[src/rtl/core/ipv6_extension_header_builder_defines.svh]
// assertion helpers for the header builder, used by iehb_back
`ifndef IPV6_EXTENSION_HEADER_BUILDER_DEFINES_SVH
`define IPV6_EXTENSION_HEADER_BUILDER_DEFINES_SVH

// consequent checked in the same cycle
`define IEHB_ASSERT_SAME(label, ante, cons, msg) \
   label: assert property (@(posedge clock) disable iff (reset) (ante) |-> (cons)) \
      else $error(msg);

// consequent checked in the cycle after the antecedent
`define IEHB_ASSERT_NEXT(label, ante, cons, msg) \
   label: assert property (@(posedge clock) disable iff (reset) (ante) |=> (cons)) \
      else $error(msg);

`endif

[src/rtl/core/iehb_pkg.sv]
package iehb_pkg;

   // request actions
   localparam logic ACT_HEADER  = 1'b0;
   localparam logic ACT_PAYLOAD = 1'b1;

   // extension header kinds
   localparam logic [2:0] KIND_HOP      = 3'd0;
   localparam logic [2:0] KIND_DEST     = 3'd1;
   localparam logic [2:0] KIND_ROUTING  = 3'd2;
   localparam logic [2:0] KIND_FRAGMENT = 3'd3;
   localparam logic [2:0] KIND_AUTH     = 3'd4;

   // result status codes
   localparam logic [1:0] ST_OK     = 2'd0;
   localparam logic [1:0] ST_LENGTH = 2'd1;
   localparam logic [1:0] ST_KIND   = 2'd2;

   // padding option types
   localparam logic [7:0] OPT_PAD1 = 8'h00;
   localparam logic [7:0] OPT_PADN = 8'h01;

   // length limits
   localparam logic [10:0] OPT_LEN_BAD  = 11'd2047;
   localparam logic [10:0] AUTH_LEN_MAX = 11'd1016;

   // job layout and queue sizing
   localparam int JOB_BYTES   = 12;
   localparam int IDX_W       = 4;
   localparam int SPAN_W      = 5;
   localparam int QUEUE_DEPTH = 4;
   localparam int QUEUE_AW    = 2;
   localparam int QUEUE_CW    = 3;

   // one queued unit of work: fixed bytes, then an optional pad option
   typedef struct packed {
      logic [JOB_BYTES-1:0][7:0] bytes;
      logic [IDX_W-1:0]          count;
      logic [2:0]                pad;
      logic                      end_flag;
      logic [1:0]                status;
   } job_type;

   typedef struct packed {
      logic    valid;
      job_type job;
   } slot_type;

endpackage

[src/rtl/core/iehb_front.sv]
module iehb_front (
   input  logic               clock,
   input  logic               reset,
   input  logic               accept,
   input  logic               action,
   input  logic [2:0]         header_kind,
   input  logic [7:0]         next_header,
   input  logic [10:0]        payload_length,
   input  logic [15:0]        sixteen_word,
   input  logic [12:0]        fragment_offset,
   input  logic [1:0]         reserved_bits,
   input  logic               more_fragments,
   input  logic [31:0]        word_one,
   input  logic [31:0]        word_two,
   input  logic [7:0]         payload_byte,
   output iehb_pkg::slot_type push
);
   import iehb_pkg::*;

   logic        in_header_ff, in_header_in;
   logic [10:0] remain_ff, remain_in;
   logic [2:0]  pad_ff, pad_in;

   logic [2:0]  opt_pad;
   logic [15:0] frag_word;
   logic        last;

   // pad to the next 8-octet boundary of 2 + length
   assign opt_pad   = 3'd0 - (payload_length[2:0] + 3'd2);
   assign frag_word = {fragment_offset, reserved_bits, more_fragments};
   assign last      = (remain_ff == 11'd1);

   always_comb begin
      push         = '0;
      in_header_in = in_header_ff;
      remain_in    = remain_ff;
      pad_in       = pad_ff;
      if (accept) begin
         if (action == ACT_PAYLOAD) begin
            if (in_header_ff && remain_ff != 11'd0) begin
               push.valid          = 1'b1;
               push.job.bytes[0]   = payload_byte;
               push.job.count      = IDX_W'(1);
               push.job.end_flag   = last;
               push.job.pad        = last ? pad_ff : 3'd0;
               remain_in           = remain_ff - 11'd1;
               if (last) begin
                  in_header_in = 1'b0;
                  pad_in       = 3'd0;
               end
            end
         end else begin
            push.valid   = 1'b1;
            in_header_in = 1'b0;
            remain_in    = 11'd0;
            pad_in       = 3'd0;
            push.job.bytes[0] = next_header;
            unique case (header_kind) inside
               KIND_HOP, KIND_DEST: begin
                  if (payload_length == OPT_LEN_BAD) begin
                     push.job.bytes[0] = 8'h00;
                     push.job.count    = IDX_W'(1);
                     push.job.end_flag = 1'b1;
                     push.job.status   = ST_LENGTH;
                  end else begin
                     push.job.bytes[1] = 8'((payload_length + 11'd1) >> 3);
                     push.job.count    = IDX_W'(2);
                     if (payload_length == 11'd0) begin
                        push.job.pad      = opt_pad;
                        push.job.end_flag = 1'b1;
                     end else begin
                        in_header_in = 1'b1;
                        remain_in    = payload_length;
                        pad_in       = opt_pad;
                     end
                  end
               end
               KIND_ROUTING: begin
                  if (payload_length != 11'd0 && payload_length[2:0] != 3'd4) begin
                     push.job.bytes[0] = 8'h00;
                     push.job.count    = IDX_W'(1);
                     push.job.end_flag = 1'b1;
                     push.job.status   = ST_LENGTH;
                  end else begin
                     push.job.bytes[1] = payload_length[10:3];
                     push.job.bytes[2] = sixteen_word[15:8];
                     push.job.bytes[3] = sixteen_word[7:0];
                     if (payload_length == 11'd0) begin
                        // empty routing data: four zero bytes follow
                        push.job.count    = IDX_W'(8);
                        push.job.end_flag = 1'b1;
                     end else begin
                        push.job.count = IDX_W'(4);
                        in_header_in   = 1'b1;
                        remain_in      = payload_length;
                     end
                  end
               end
               KIND_FRAGMENT: begin
                  push.job.bytes[2] = frag_word[15:8];
                  push.job.bytes[3] = frag_word[7:0];
                  push.job.bytes[4] = word_one[31:24];
                  push.job.bytes[5] = word_one[23:16];
                  push.job.bytes[6] = word_one[15:8];
                  push.job.bytes[7] = word_one[7:0];
                  push.job.count    = IDX_W'(8);
                  push.job.end_flag = 1'b1;
               end
               KIND_AUTH: begin
                  if (payload_length[1:0] != 2'd0 || payload_length > AUTH_LEN_MAX) begin
                     push.job.bytes[0] = 8'h00;
                     push.job.count    = IDX_W'(1);
                     push.job.end_flag = 1'b1;
                     push.job.status   = ST_LENGTH;
                  end else begin
                     push.job.bytes[1]  = payload_length[9:2] + 8'd1;
                     push.job.bytes[2]  = sixteen_word[15:8];
                     push.job.bytes[3]  = sixteen_word[7:0];
                     push.job.bytes[4]  = word_one[31:24];
                     push.job.bytes[5]  = word_one[23:16];
                     push.job.bytes[6]  = word_one[15:8];
                     push.job.bytes[7]  = word_one[7:0];
                     push.job.bytes[8]  = word_two[31:24];
                     push.job.bytes[9]  = word_two[23:16];
                     push.job.bytes[10] = word_two[15:8];
                     push.job.bytes[11] = word_two[7:0];
                     push.job.count     = IDX_W'(JOB_BYTES);
                     push.job.end_flag  = (payload_length == 11'd0);
                     if (payload_length != 11'd0) begin
                        in_header_in = 1'b1;
                        remain_in    = payload_length;
                     end
                  end
               end
               default: begin
                  push.job.bytes[0] = 8'h00;
                  push.job.count    = IDX_W'(1);
                  push.job.end_flag = 1'b1;
                  push.job.status   = ST_KIND;
               end
            endcase
         end
      end
   end

   always_ff @(posedge clock) begin
      if (reset) begin
         in_header_ff <= 1'b0;
         remain_ff    <= 11'd0;
         pad_ff       <= 3'd0;
      end else begin
         in_header_ff <= in_header_in;
         remain_ff    <= remain_in;
         pad_ff       <= pad_in;
      end
   end

endmodule

[src/rtl/core/iehb_queue.sv]
module iehb_queue (
   input  logic               clock,
   input  logic               reset,
   input  iehb_pkg::slot_type push,
   input  logic               pop,
   output iehb_pkg::slot_type head,
   output logic               full
);
   import iehb_pkg::*;

   job_type               entries_ff [QUEUE_DEPTH];
   logic [QUEUE_AW-1:0]   wr_ptr_ff, wr_ptr_in;
   logic [QUEUE_AW-1:0]   rd_ptr_ff, rd_ptr_in;
   logic [QUEUE_CW-1:0]   count_ff, count_in;

   assign full       = (count_ff == QUEUE_CW'(QUEUE_DEPTH));
   assign head.valid = (count_ff != '0);
   assign head.job   = entries_ff[rd_ptr_ff];

   always_comb begin
      wr_ptr_in = push.valid ? wr_ptr_ff + 1'b1 : wr_ptr_ff;
      rd_ptr_in = pop ? rd_ptr_ff + 1'b1 : rd_ptr_ff;
      count_in  = count_ff;
      if (push.valid && !pop) begin
         count_in = count_ff + 1'b1;
      end else if (!push.valid && pop) begin
         count_in = count_ff - 1'b1;
      end
   end

   always_ff @(posedge clock) begin
      if (reset) begin
         wr_ptr_ff <= '0;
         rd_ptr_ff <= '0;
         count_ff  <= '0;
      end else begin
         wr_ptr_ff <= wr_ptr_in;
         rd_ptr_ff <= rd_ptr_in;
         count_ff  <= count_in;
      end
   end

   always_ff @(posedge clock) begin
      if (push.valid) begin
         entries_ff[wr_ptr_ff] <= push.job;
      end
   end

endmodule

[src/rtl/core/iehb_back.sv]
`include "ipv6_extension_header_builder_defines.svh"

module iehb_back (
   input  logic               clock,
   input  logic               reset,
   input  iehb_pkg::slot_type head,
   output logic               pop,
   output logic               rsp_tvalid,
   input  logic               rsp_tready,
   output logic [7:0]         rsp_tdata,
   output logic               rsp_tlast,
   output logic [1:0]         rsp_tuser
);
   import iehb_pkg::*;

   logic [IDX_W-1:0]  idx_ff, idx_in;
   logic              rsp_valid_ff, rsp_valid_in;
   logic [7:0]        rsp_data_ff;
   logic              rsp_last_ff;
   logic [1:0]        rsp_user_ff;

   logic [SPAN_W-1:0] total;
   logic [IDX_W-1:0]  pad_pos;
   logic              last;
   logic              load;
   logic [7:0]        cur_byte;

   assign total   = SPAN_W'(head.job.count) + SPAN_W'(head.job.pad);
   assign last    = (SPAN_W'(idx_ff) == total - SPAN_W'(1));
   assign pad_pos = idx_ff - head.job.count;
   assign load    = head.valid && (!rsp_valid_ff || rsp_tready);
   assign pop     = load && last;

   // fixed bytes first, then a pad1 or padn option
   always_comb begin
      cur_byte = 8'h00;
      if (idx_ff < head.job.count) begin
         cur_byte = head.job.bytes[idx_ff];
      end else if (head.job.pad == 3'd1) begin
         cur_byte = OPT_PAD1;
      end else if (pad_pos == '0) begin
         cur_byte = OPT_PADN;
      end else if (pad_pos == IDX_W'(1)) begin
         cur_byte = {5'd0, head.job.pad - 3'd2};
      end
   end

   always_comb begin
      idx_in       = idx_ff;
      rsp_valid_in = rsp_valid_ff && !rsp_tready;
      if (load) begin
         idx_in       = last ? '0 : idx_ff + 1'b1;
         rsp_valid_in = 1'b1;
      end
   end

   always_ff @(posedge clock) begin
      if (reset) begin
         idx_ff       <= '0;
         rsp_valid_ff <= 1'b0;
      end else begin
         idx_ff       <= idx_in;
         rsp_valid_ff <= rsp_valid_in;
      end
   end

   always_ff @(posedge clock) begin
      if (load) begin
         rsp_data_ff <= cur_byte;
         rsp_last_ff <= last && head.job.end_flag;
         rsp_user_ff <= head.job.status;
      end
   end

   assign rsp_tvalid = rsp_valid_ff;
   assign rsp_tdata  = rsp_data_ff;
   assign rsp_tlast  = rsp_last_ff;
   assign rsp_tuser  = rsp_user_ff;

   `IEHB_ASSERT_SAME(a_job_held, idx_ff != '0, head.valid, "job left the queue mid-emission")
   `IEHB_ASSERT_SAME(a_idx_range, load, SPAN_W'(idx_ff) < total, "byte index ran past the job")
   `IEHB_ASSERT_SAME(a_error_ends, rsp_valid_ff && rsp_user_ff != ST_OK, rsp_last_ff, "error without end")
   `IEHB_ASSERT_NEXT(a_job_continues, load && !last, head.valid && idx_ff != '0, "job dropped early")

endmodule

[src/rtl/core/ipv6_extension_header_builder.sv]
// ipv6 extension header builder
// requests arrive on the req_ channel: a header request (tuser action 0) opens one
// extension header and gives all its fixed fields, a payload request (action 1)
// carries one option or data byte of the open header
// results leave on the rsp_ channel one byte per transfer; tlast marks the final
// byte of a header or an error result, tuser carries the status
// a front stage classifies each request in the cycle it is taken and writes a job
// (up to twelve fixed bytes plus a pad option) into a four-entry queue; the back
// stage walks the head job one byte per cycle into the output register while rsp_tready allows
// the bytes of a request pass through a queue entry and then the output register
// the output carries one result byte per cycle while rsp_tready allows, so payload
// requests flow at one per cycle then; a header request yields 1 to 12 result bytes,
// the closing payload of an option header up to 8 with its pad, all set by the byte walker
// a payload request with no open header is dropped without a result
// when rsp_tready is low the output register holds, the queue fills and req_tready
// falls only once all four entries are taken
// reset clears the header tracking, the queue pointers and the output valid
module ipv6_extension_header_builder (
   input  logic         clock,
   input  logic         reset,
   input  logic         req_tvalid,
   output logic         req_tready,
   // next_header, payload_length, sixteen_word, fragment_offset, reserved_bits,
   // more_fragments, word_one, word_two, payload_byte, zero fill
   input  logic [127:0] req_tdata,
   // action, header_kind
   input  logic [3:0]   req_tuser,
   output logic         rsp_tvalid,
   input  logic         rsp_tready,
   // out_byte
   output logic [7:0]   rsp_tdata,
   // end_of_header
   output logic         rsp_tlast,
   // status
   output logic [1:0]   rsp_tuser
);
   import iehb_pkg::*;

   slot_type push_slot;
   slot_type head_slot;
   logic     queue_full;
   logic     pop;
   logic     accept;

   // a request is taken whenever the queue has room
   assign req_tready = !queue_full;
   assign accept     = req_tvalid && req_tready;

   iehb_front u_front (
      .clock           (clock),
      .reset           (reset),
      .accept          (accept),
      .action          (req_tuser[0]),
      .header_kind     (req_tuser[3:1]),
      .next_header     (req_tdata[7:0]),
      .payload_length  (req_tdata[18:8]),
      .sixteen_word    (req_tdata[34:19]),
      .fragment_offset (req_tdata[47:35]),
      .reserved_bits   (req_tdata[49:48]),
      .more_fragments  (req_tdata[50]),
      .word_one        (req_tdata[82:51]),
      .word_two        (req_tdata[114:83]),
      .payload_byte    (req_tdata[122:115]),
      .push            (push_slot)
   );

   // job queue decouples classification from byte emission
   iehb_queue u_queue (
      .clock (clock),
      .reset (reset),
      .push  (push_slot),
      .pop   (pop),
      .head  (head_slot),
      .full  (queue_full)
   );

   iehb_back u_back (
      .clock      (clock),
      .reset      (reset),
      .head       (head_slot),
      .pop        (pop),
      .rsp_tvalid (rsp_tvalid),
      .rsp_tready (rsp_tready),
      .rsp_tdata  (rsp_tdata),
      .rsp_tlast  (rsp_tlast),
      .rsp_tuser  (rsp_tuser)
   );

endmodule

[config.mk]
export PLATFORM = sky130hd
export DESIGN_NAME = ipv6_extension_header_builder
export DESIGN_NICKNAME = d
export VERILOG_FILES = /design/src/rtl/core/iehb_pkg.sv /design/src/rtl/core/iehb_front.sv /design/src/rtl/core/iehb_queue.sv /design/src/rtl/core/iehb_back.sv /design/src/rtl/core/ipv6_extension_header_builder.sv
export VERILOG_INCLUDE_DIRS = /design/src /design/src/rtl/core
export SDC_FILE = /design/constraint.sdc
export NUM_CORES = 1
export LEC_CHECK = 0
export BUFFER_PORTS_ARGS = -buffer_cell sky130_fd_sc_hd__buf_4
export CAP_MARGIN = 10
export CORE_MARGIN = 2
export CORE_UTILIZATION = 60
export DETAILED_ROUTE_END_ITERATION = 8
export HOLD_SLACK_MARGIN = 0.03
export PLACE_DENSITY = 0.88
export SLEW_MARGIN = 20
export SYNTH_ARGS = -nofsm -noshare
export SYNTH_HDL_FRONTEND = slang
export SYNTH_SLANG_ARGS = --single-unit
[constraint.sdc]
create_clock -name clock -period 8.6 [get_ports clock]
set_clock_uncertainty 0.05 [all_clocks]
set_input_delay 0.86 -clock clock [delete_from_list [all_inputs] [get_ports clock]]
set_output_delay 0.86 -clock clock [all_outputs]
set_load 0.005 [all_outputs]
==> summary.md, run 1 <==
| Metric | Value |
|---|---|
| Outcome | finished clean |
| FF-to-FF path depth | 17 |
| Commonest non-fill, non-tap cell in the layout | edfxtp_1 |
| Post-CTS Hold Buffers | 0 |
| Overall Global Routing Usage | between 20% and 30% |
| IO buf count | around 140 |
| Cells after Synth | 1,196 |
| Worst hold path endpoint | u_front.pad_ff[0]$_SDFFE_PP0P_ |
| Crit path arrival time | ~5400 ps |
| Syn Area/Cell | about 17 um2 |
| PwrDens | approximately 230 mW/mm2 |
| Starting Density | 61.1% |
| PostCTS Resize Cnt | 0 |
| Fin. Hold Viols | 0 |
| Register area share after synthesis | around 68% |
| Vias in the first global route | between 10,000 and 15,000 |
| Final setup margin | 3620 ps |
| R2r setup slk | about 3600 ps |
| Post-CTS setup buffer count | 0 |
| CP max stage delay | 1000 ps |
| Row count | 66 |
| Finished Layout Cells | between 1,500 and 2,000 |
| Main synth FF type | edfxtp_1 |
| GP Congestion | 0.902 |
| Worst-path clk slew | around 60 ps |
| Drt pass-1 iters | 5 |
| CTS tree | done |
| Post-synthesis compound-gate area fraction | 6.49% |
| Max IR drop VDD | between 0.1 and 0.15 mV |
| CTS Sinks | roughly 460 |
| Final WL | around 47,000 um |
| Final setup vio count | 0 |
| Max-cap viol count | 0 |
| Clock Tree Buf Depth | 3 |
| Htree depth | 2 |
| Fraction of layout instances using a drive strength above 1 | about a quarter |
| Area Growth Syn to Fin | 14.2% |
| Synth Area in XOR/XNOR | 1.10% |
| Synth Register Bits | approximately 460 |
| Antenna cells | 0 |
| Iteration-0 DRC Markers | between 1,500 and 2,000 |
| Hold_sp | u_front.pad_ff[0]$_SDFFE_PP0P_ |
| DIE WIDTH | between 150 and 200 um |
| Commonest non-fill, non-tap cells in the layout | 435 x edfxtp_1, 160 x buf_4, 99 x mux4_2 |
| Max-slew violations | 0 |
| Count of flip-flops with a built-in enable after synthesis | around 440 |
| Leak | around 7.8 nW |
| Die area | 0.0347 mm2 |
| Critical Path Fanout Max | a little under 70 |
| HP Class | reg -> reg |
| Post-layout minimum cycle time | approximately 5000 ps |
| CTS root buffer | clkbuf_16 |
| Simple-Gate Fraction of Synth Area | under 10% |
| Core area | about 0.033 mm2 |
| RR Endpoint | u_queue.count_ff[2]$_SDFFE_PP0P_ |
| Initial antenna violation count | 0 |
| WP buf/inv | 4 |
| RSZ-0062 raised after global routing | no |
| Setup WS pre-CTS | between 3000 and 4000 ps |
| Post-DP HPWL | roughly 28,000 um |
| Hold path cells | 2 |
| Tcrit/Tclk final | just under 60% |
| Worst slew pin tran | 1120 ps |
| Post-DR vias/cell | 6.54 |
| Top cell family by delay on the critical path | adder cells |
| Largest family of logic cells by synthesized area | multiplexers |
| Crit. End Element | register |
| Crit-path most repeated cell | inv_1 |
| Global-route wire length before repair | roughly 71,000 um |
| GR Overflow Total | 0 |
| Num ports | ~150 |
| Kind of critical path | reg -> reg |
| Async S/R FF share, synth | 0% |
| Syn_nets | about 1,400 |
| Fillcell total | 1,959 |
| Critical Path RT | roughly 9000 ps |
| Mapped Area | between 0.015 and 0.02 mm2 |
| Largest net degree at the start of global routing | between 70 and 80 |
| Max Freq | 201 MHz |
| Worst skew pair latency | 540 ps |
| Post-synthesis mux area share | about an eighth |
| Number of buffers created by CTS | 44 |
| Placed cells | approximately 1,700 |
| Yosys cell types | 71 |
| Routed Antenna Nets | 0 |
| Slowest stage cell on the critical path | dfxtp_4 |
| # DRC | 0 |
| Die height | 186 um |
| Critical Path Source Type | register |
| Slew margin rel. | 25.2% |
| TNS Setup | 0 ps |
| Sequence of cells on the critical path | mux4_2, inv_1, ha_1, inv_1, ha_1, fa_1, xor2_1, xnor2_1, nand4_1, nor3_1, inv_1, ha_1, inv_1, fa_1, xor2_1, or3_1, a21oi_1 |
| Yosys warnings | 0 |
| Nets | between 1,000 and 1,500 |
| Vias | around 12,000 |
| WL per Instance | between 20 and 30 um |
| Post-Synth Adder-Cell Area | roughly 1.8% |
metrics by stage:
stage          total power [mW]  hold WS [ps]  utilization, %  area, um2
6_report                   5.15           418            69.8      22800
5_1_grt                    5.31           443            69.8      22800
4_1_cts                    5.15           413            69.8      22800
3_5_place_dp               3.37           404            65.7      21400
3_3_place_gp               3.34           388            65.7      21400
2_1_floorplan              3.08           381               -      19900
worst register-to-register path, cell delays in order, from the launching register on:
cell	delay (ps)
dfxtp_4	1000
mux4_2	440
inv_1	80
ha_1	270
inv_1	40
ha_1	210
fa_1	450
xor2_1	180
xnor2_1	170
nand4_1	260
nor3_1	560
inv_1	180
ha_1	250
inv_1	70
fa_1	170
xor2_1	80
or3_1	320
a21oi_1	130
Yosys cell counts, types with 7 or more instances:
master    instances  area share, %
mux2_2           15           0.85
nand3_1          19           0.48
nor2_1           55            1.0
nor2b_1           8           0.25
inv_1            29           0.55
dfxtp_1          29            2.9
buf_1            10           0.19
buf_2            19           0.48
and2_1           71            2.2
mux2i_1          14           0.70
xnor2_1          11           0.48
ha_1             24            1.5
edfxtp_1        435             66
and3_1            7           0.22
nor3_1           13           0.33
a21oi_1          40            1.0
clkbuf_1         31           0.58
a211oi_1         11           0.41
nand4_1           7           0.22
xor2_1           14           0.62
mux4_2           99             11
a22oi_1          41            1.5
o21ai_0          15           0.38
nand2_1          44           0.83
a221oi_1         12           0.53
a22o_1            9           0.40
how the worst max path moves through the flow:
stage	end	cells after the start	slack (ps)	startpoint
CTS	u_queue.count_ff[2]$_SDFFE_PP0P_	17	3590	register
finish	u_queue.count_ff[2]$_SDFFE_PP0P_	17	3620	register
detailed placement	u_queue.count_ff[2]$_SDFFE_PP0P_	18	3640	register
global route	u_queue.count_ff[2]$_SDFFE_PP0P_	17	3300	register
global placement	u_queue.count_ff[2]$_SDFFE_PP0P_	17	3810	register
floorplan	u_queue.entries_ff[2][0]$_DFFE_PP_	8	3960	u_front.remain_ff[0]$_SDFFE_PP0P_
cell type report:
cell class / instances / area [um2] / share of cell area [%]
inverters: 32 / 120 / 0.528
flip-flops and latches: 464 / 13700 / 60.0
well taps: 442 / 553 / 2.43
clock buffers: 57 / 1150 / 5.05
clock inverters: 21 / 178 / 0.780
repair buffers: 161 / 1210 / 5.33
multi-input cells: 633 / 5900 / 25.9
sequential cells by signal, indices dropped and copies added, names as in the netlist, named ones only:
register              count
u_queue.wr_ptr_ff         2
u_back.rsp_tdata          8
u_queue.count_ff          3
u_back.idx_ff             4
u_queue.entries_ff      424
u_front.pad_ff            3
u_back.rsp_tvalid         1
u_front.remain_ff        11
u_front.in_header_ff      1
u_back.rsp_tuser          2
u_queue.rd_ptr_ff         2
u_back.rsp_tlast          1
cells by family (layout without fill, tap and decap cells):
logic type / Yosys count / after routing
AND/OR/NAND/NOR: 271 / 271
adder cells (fa/ha/maj): 27 / 27
AO/OA/AOI/OAI: 182 / 182
flip-flops: 464 / 464
multiplexers: 128 / 128
buffers and inverters: 99 / 271
XOR/XNOR: 25 / 25
where the power goes:
| part | switching, mW | leakage, nW | internal, mW | total [mW] |
|---|---|---|---|---|
| combinational | 0.408 | 2.65 | 0.296 | 0.705 |
| sequential | 0.0770 | 4.53 | 2.57 | 2.65 |
| clock | 0.790 | 0.639 | 1.01 | 1.80 |
| total | 1.27 | 7.82 | 3.87 | 5.15 |
metal layers:
metal  part of all wire (%)  vias to the layer above  GRT usage [%]
met1                     37                     5939           38.1
li1                       -                     5057              -
met4                    3.8                        0           11.0
met3                    9.4                      113           4.91
met5                      0                        -              0
met2                     49                      728           44.5
No activity file was read; power rests on OpenSTA's default activity.
==> inputs of run 2 (changes only) <==
--- a/config.mk
+++ b/config.mk
@@ -9,10 +9,10 @@
 export BUFFER_PORTS_ARGS = -buffer_cell sky130_fd_sc_hd__buf_4
 export CAP_MARGIN = 10
 export CORE_MARGIN = 2
-export CORE_UTILIZATION = 60
+export CORE_UTILIZATION = 54
 export DETAILED_ROUTE_END_ITERATION = 8
 export HOLD_SLACK_MARGIN = 0.03
-export PLACE_DENSITY = 0.88
+export PLACE_DENSITY = 0.84
 export SLEW_MARGIN = 20
 export SYNTH_ARGS = -nofsm -noshare
 export SYNTH_HDL_FRONTEND = slang
==> constraint.sdc (replaced) <==
create_clock -name clock -period 4.3 [get_ports clock]
set_clock_uncertainty 0.05 [all_clocks]
set_input_delay 0.43 -clock clock [delete_from_list [all_inputs] [get_ports clock]]
set_output_delay 0.43 -clock clock [all_outputs]
set_load 0.005 [all_outputs]
==> run 2 against run 1 <==
- combinational power increased by 110%
- cell count increased by 2.3%
- die area increased by 11%
- via count decreased by 0.67%
- non-clock buffer count increased by 17
- first-iteration DRC count decreased by 13%
- total power increased by 100%
- largest power group unchanged
- fmax increased by 23%
==> summary.md, run 2 (synthesized netlist as in run 1, its figures left out) <==
| Metric | Value |
|---|---|
| # DRC | 0 |
| CTS Sinks | roughly 460 |
| Clock Tree Buf Depth | 3 |
| Worst-path clk slew | approximately 60 ps |
| Finished Layout Cells | 1,852 |
| Post-CTS Hold Buffers | 0 |
| Routed Antenna Nets | 0 |
| Die height | roughly 200 um |
| Fin. Hold Viols | 0 |
| Nets | roughly 1,500 |
| Max-cap viol count | 0 |
| GP Congestion | between 0.8 and 0.9 |
| Critical Path RT | 4720 ps |
| HP Class | in -> reg |
| Final core utilization | 63.1% |
| Tcrit/Tclk final | between 90% and 100% |
| Max Freq | between 200 and 250 MHz |
| Final Instance Area | around 0.023 mm2 |
| TNS Setup | 0 ps |
| Commonest non-fill, non-tap cells in the layout | 435 x edfxtp_1, 170 x buf_4, 99 x mux4_2 |
| Initial antenna violation count | 1 |
| CTS root buffer | clkbuf_16 |
| Top cell family by delay on the critical path | adder cells |
| Overall Global Routing Usage | 24.2% |
| Critical Path Source Type | register |
| Post-DR vias/cell | around 6.3 |
| Row count | 70 |
| Iteration-0 DRC Markers | roughly 1,300 |
| Biggest register | u_queue.entries_ff |
| Max IR drop VDD | 0.297 mV |
| Vias in the first global route | approximately 12,000 |
| RSZ-0062 raised after global routing | no |
| Max-slew violations | 0 |
| Leak | approximately 8.0 nW |
| Area Growth Syn to Fin | 15.6% |
| Number of buffers created by CTS | 43 |
| Post-place instance area | 0.0217 mm2 |
| Commonest non-fill, non-tap cell in the layout | edfxtp_1 |
| Final setup vio count | 0 |
| Drt pass-1 iters | 5 |
| DIE WIDTH | ~200 um |
| Placed cells | between 1,500 and 2,000 |
| Largest register FFs | between 400 and 500 |
| Global-route wire length before repair | 70,200 um |
| Largest net degree at the start of global routing | 60 |
| WP buf/inv | 4 |
| Crit. End Element | register |
| Starting Density | 54.6% |
| Post-layout minimum cycle time | 4060 ps |
| Hold slack | roughly 130 ps |
| Final WL | 46,400 um |
| WL per Instance | 25.1 um |
| Slowest stage cell on the critical path | mux4_2 |
| GR Overflow Total | 0 |
| Outcome | finished clean |
| Post-DP HPWL | 29,100 um |
| Antenna cells | 0 |
| Crit path arrival time | about 4500 ps |
| Vias | ~12,000 |
| Sequence of cells on the critical path | mux4_2, inv_1, ha_1, inv_1, ha_1, fa_1, xor2_1, xnor2_1, nand4_1, nor3_2, inv_1, ha_1, inv_1, fa_1, xor2_1, or3_1, a21oi_1 |
| Num ports | roughly 150 |
| PwrDens | 452 mW/mm2 |
| Worst skew pair latency | around 550 ps |
| Die area | 0.0385 mm2 |
| Worst slew pin tran | ~1200 ps |
| Kind of critical path | reg -> reg |
| Slew margin rel. | about a fifth |
| Fraction of layout instances using a drive strength above 1 | between 20% and 30% |
| Crit-path most repeated cell | inv_1 |
| Htree depth | 2 |
| IO buf count | roughly 140 |
| Critical Path Fanout Max | 12 |
| CTS tree | done |
| CP max stage delay | about 550 ps |
| Core area | ~0.037 mm2 |
[run 2: cell types whose count changed in the layout (fill, tap and decap cells not counted), moves of 2 or more]
cell        delta
clkbuf_1       -6
clkinv_4       -2
clkinv_1       +8
buf_4         +10
clkinvlp_4     -3
buf_12         +8
nor3_2         +2
nor3_1         -2
[run 2: worst register-to-register path, delay by kind of cell (launching register included)]
kind | cells | cell delay [ps]
XOR/XNOR | 3 | 510
AND/OR/NAND/NOR | 3 | 580
buffers and inverters | 4 | 270
AO/OA/AOI/OAI | 1 | 150
multiplexers | 1 | 560
adder cells (fa/ha/maj) | 5 | 1370
flip-flops | 1 | 500
[run 2: metrics by stage]
stage	setup slack (ps)	total power, mW
after CTS	152	10.4
final	242	10.4
after global routing	46.3	10.7
after detailed placement	200	6.79
after floorplan	44.7	6.16
after global placement	391	6.73
[run 2: area by class of cell]
type                            instances  area (um2)
Tap cell                              468         586
Fill cell                            2403       13500
Multi-Input combinational cell        633        5910
Clock inverter                         25         190
Timing Repair Buffer                  178        1440
Clock buffer                           52        1150
Inverter                               32         120
Sequential cell                       464       13700
[run 2: power breakdown]
part | internal [mW] | leakage, nW | switching (mW)
Clock | 2.09 | 0.660 | 1.59
Sequential | 5.13 | 4.53 | 0.125
Combinational | 0.623 | 2.77 | 0.857
Total | 7.84 | 7.96 | 2.57
[run 2: path summary, 6_finish.rpt]
kind                                                     start                                to  slack (ps)  cells past startpoint
worst max register to register                        register  u_queue.count_ff[2]$_SDFFE_PP0P_         240                     17
worst min-delay path                                rsp_tready      u_back.rsp_tvalid$_SDFF_PP0_         130                      4
worst max-delay path                                  register  u_queue.count_ff[2]$_SDFFE_PP0P_         240                     17
worst min register to register  u_front.pad_ff[0]$_SDFFE_PP0P_    u_front.pad_ff[0]$_SDFFE_PP0P_         410                      2
[run 2: repair_timing]
action,CTS,global route
buffers inserted,0,2
gates resized for setup,0,0
setup endpoints to repair,0,2
[run 2: per-layer routing]
metal / track usage [%] / wire, um / part of all wire [%]
met5: 0 / 0 / 0
met3: 4.30 / 4060 / 8.7
met2: 39.9 / 23000 / 49
met1: 32.9 / 17800 / 38
met4: 8.70 / 1580 / 3.4
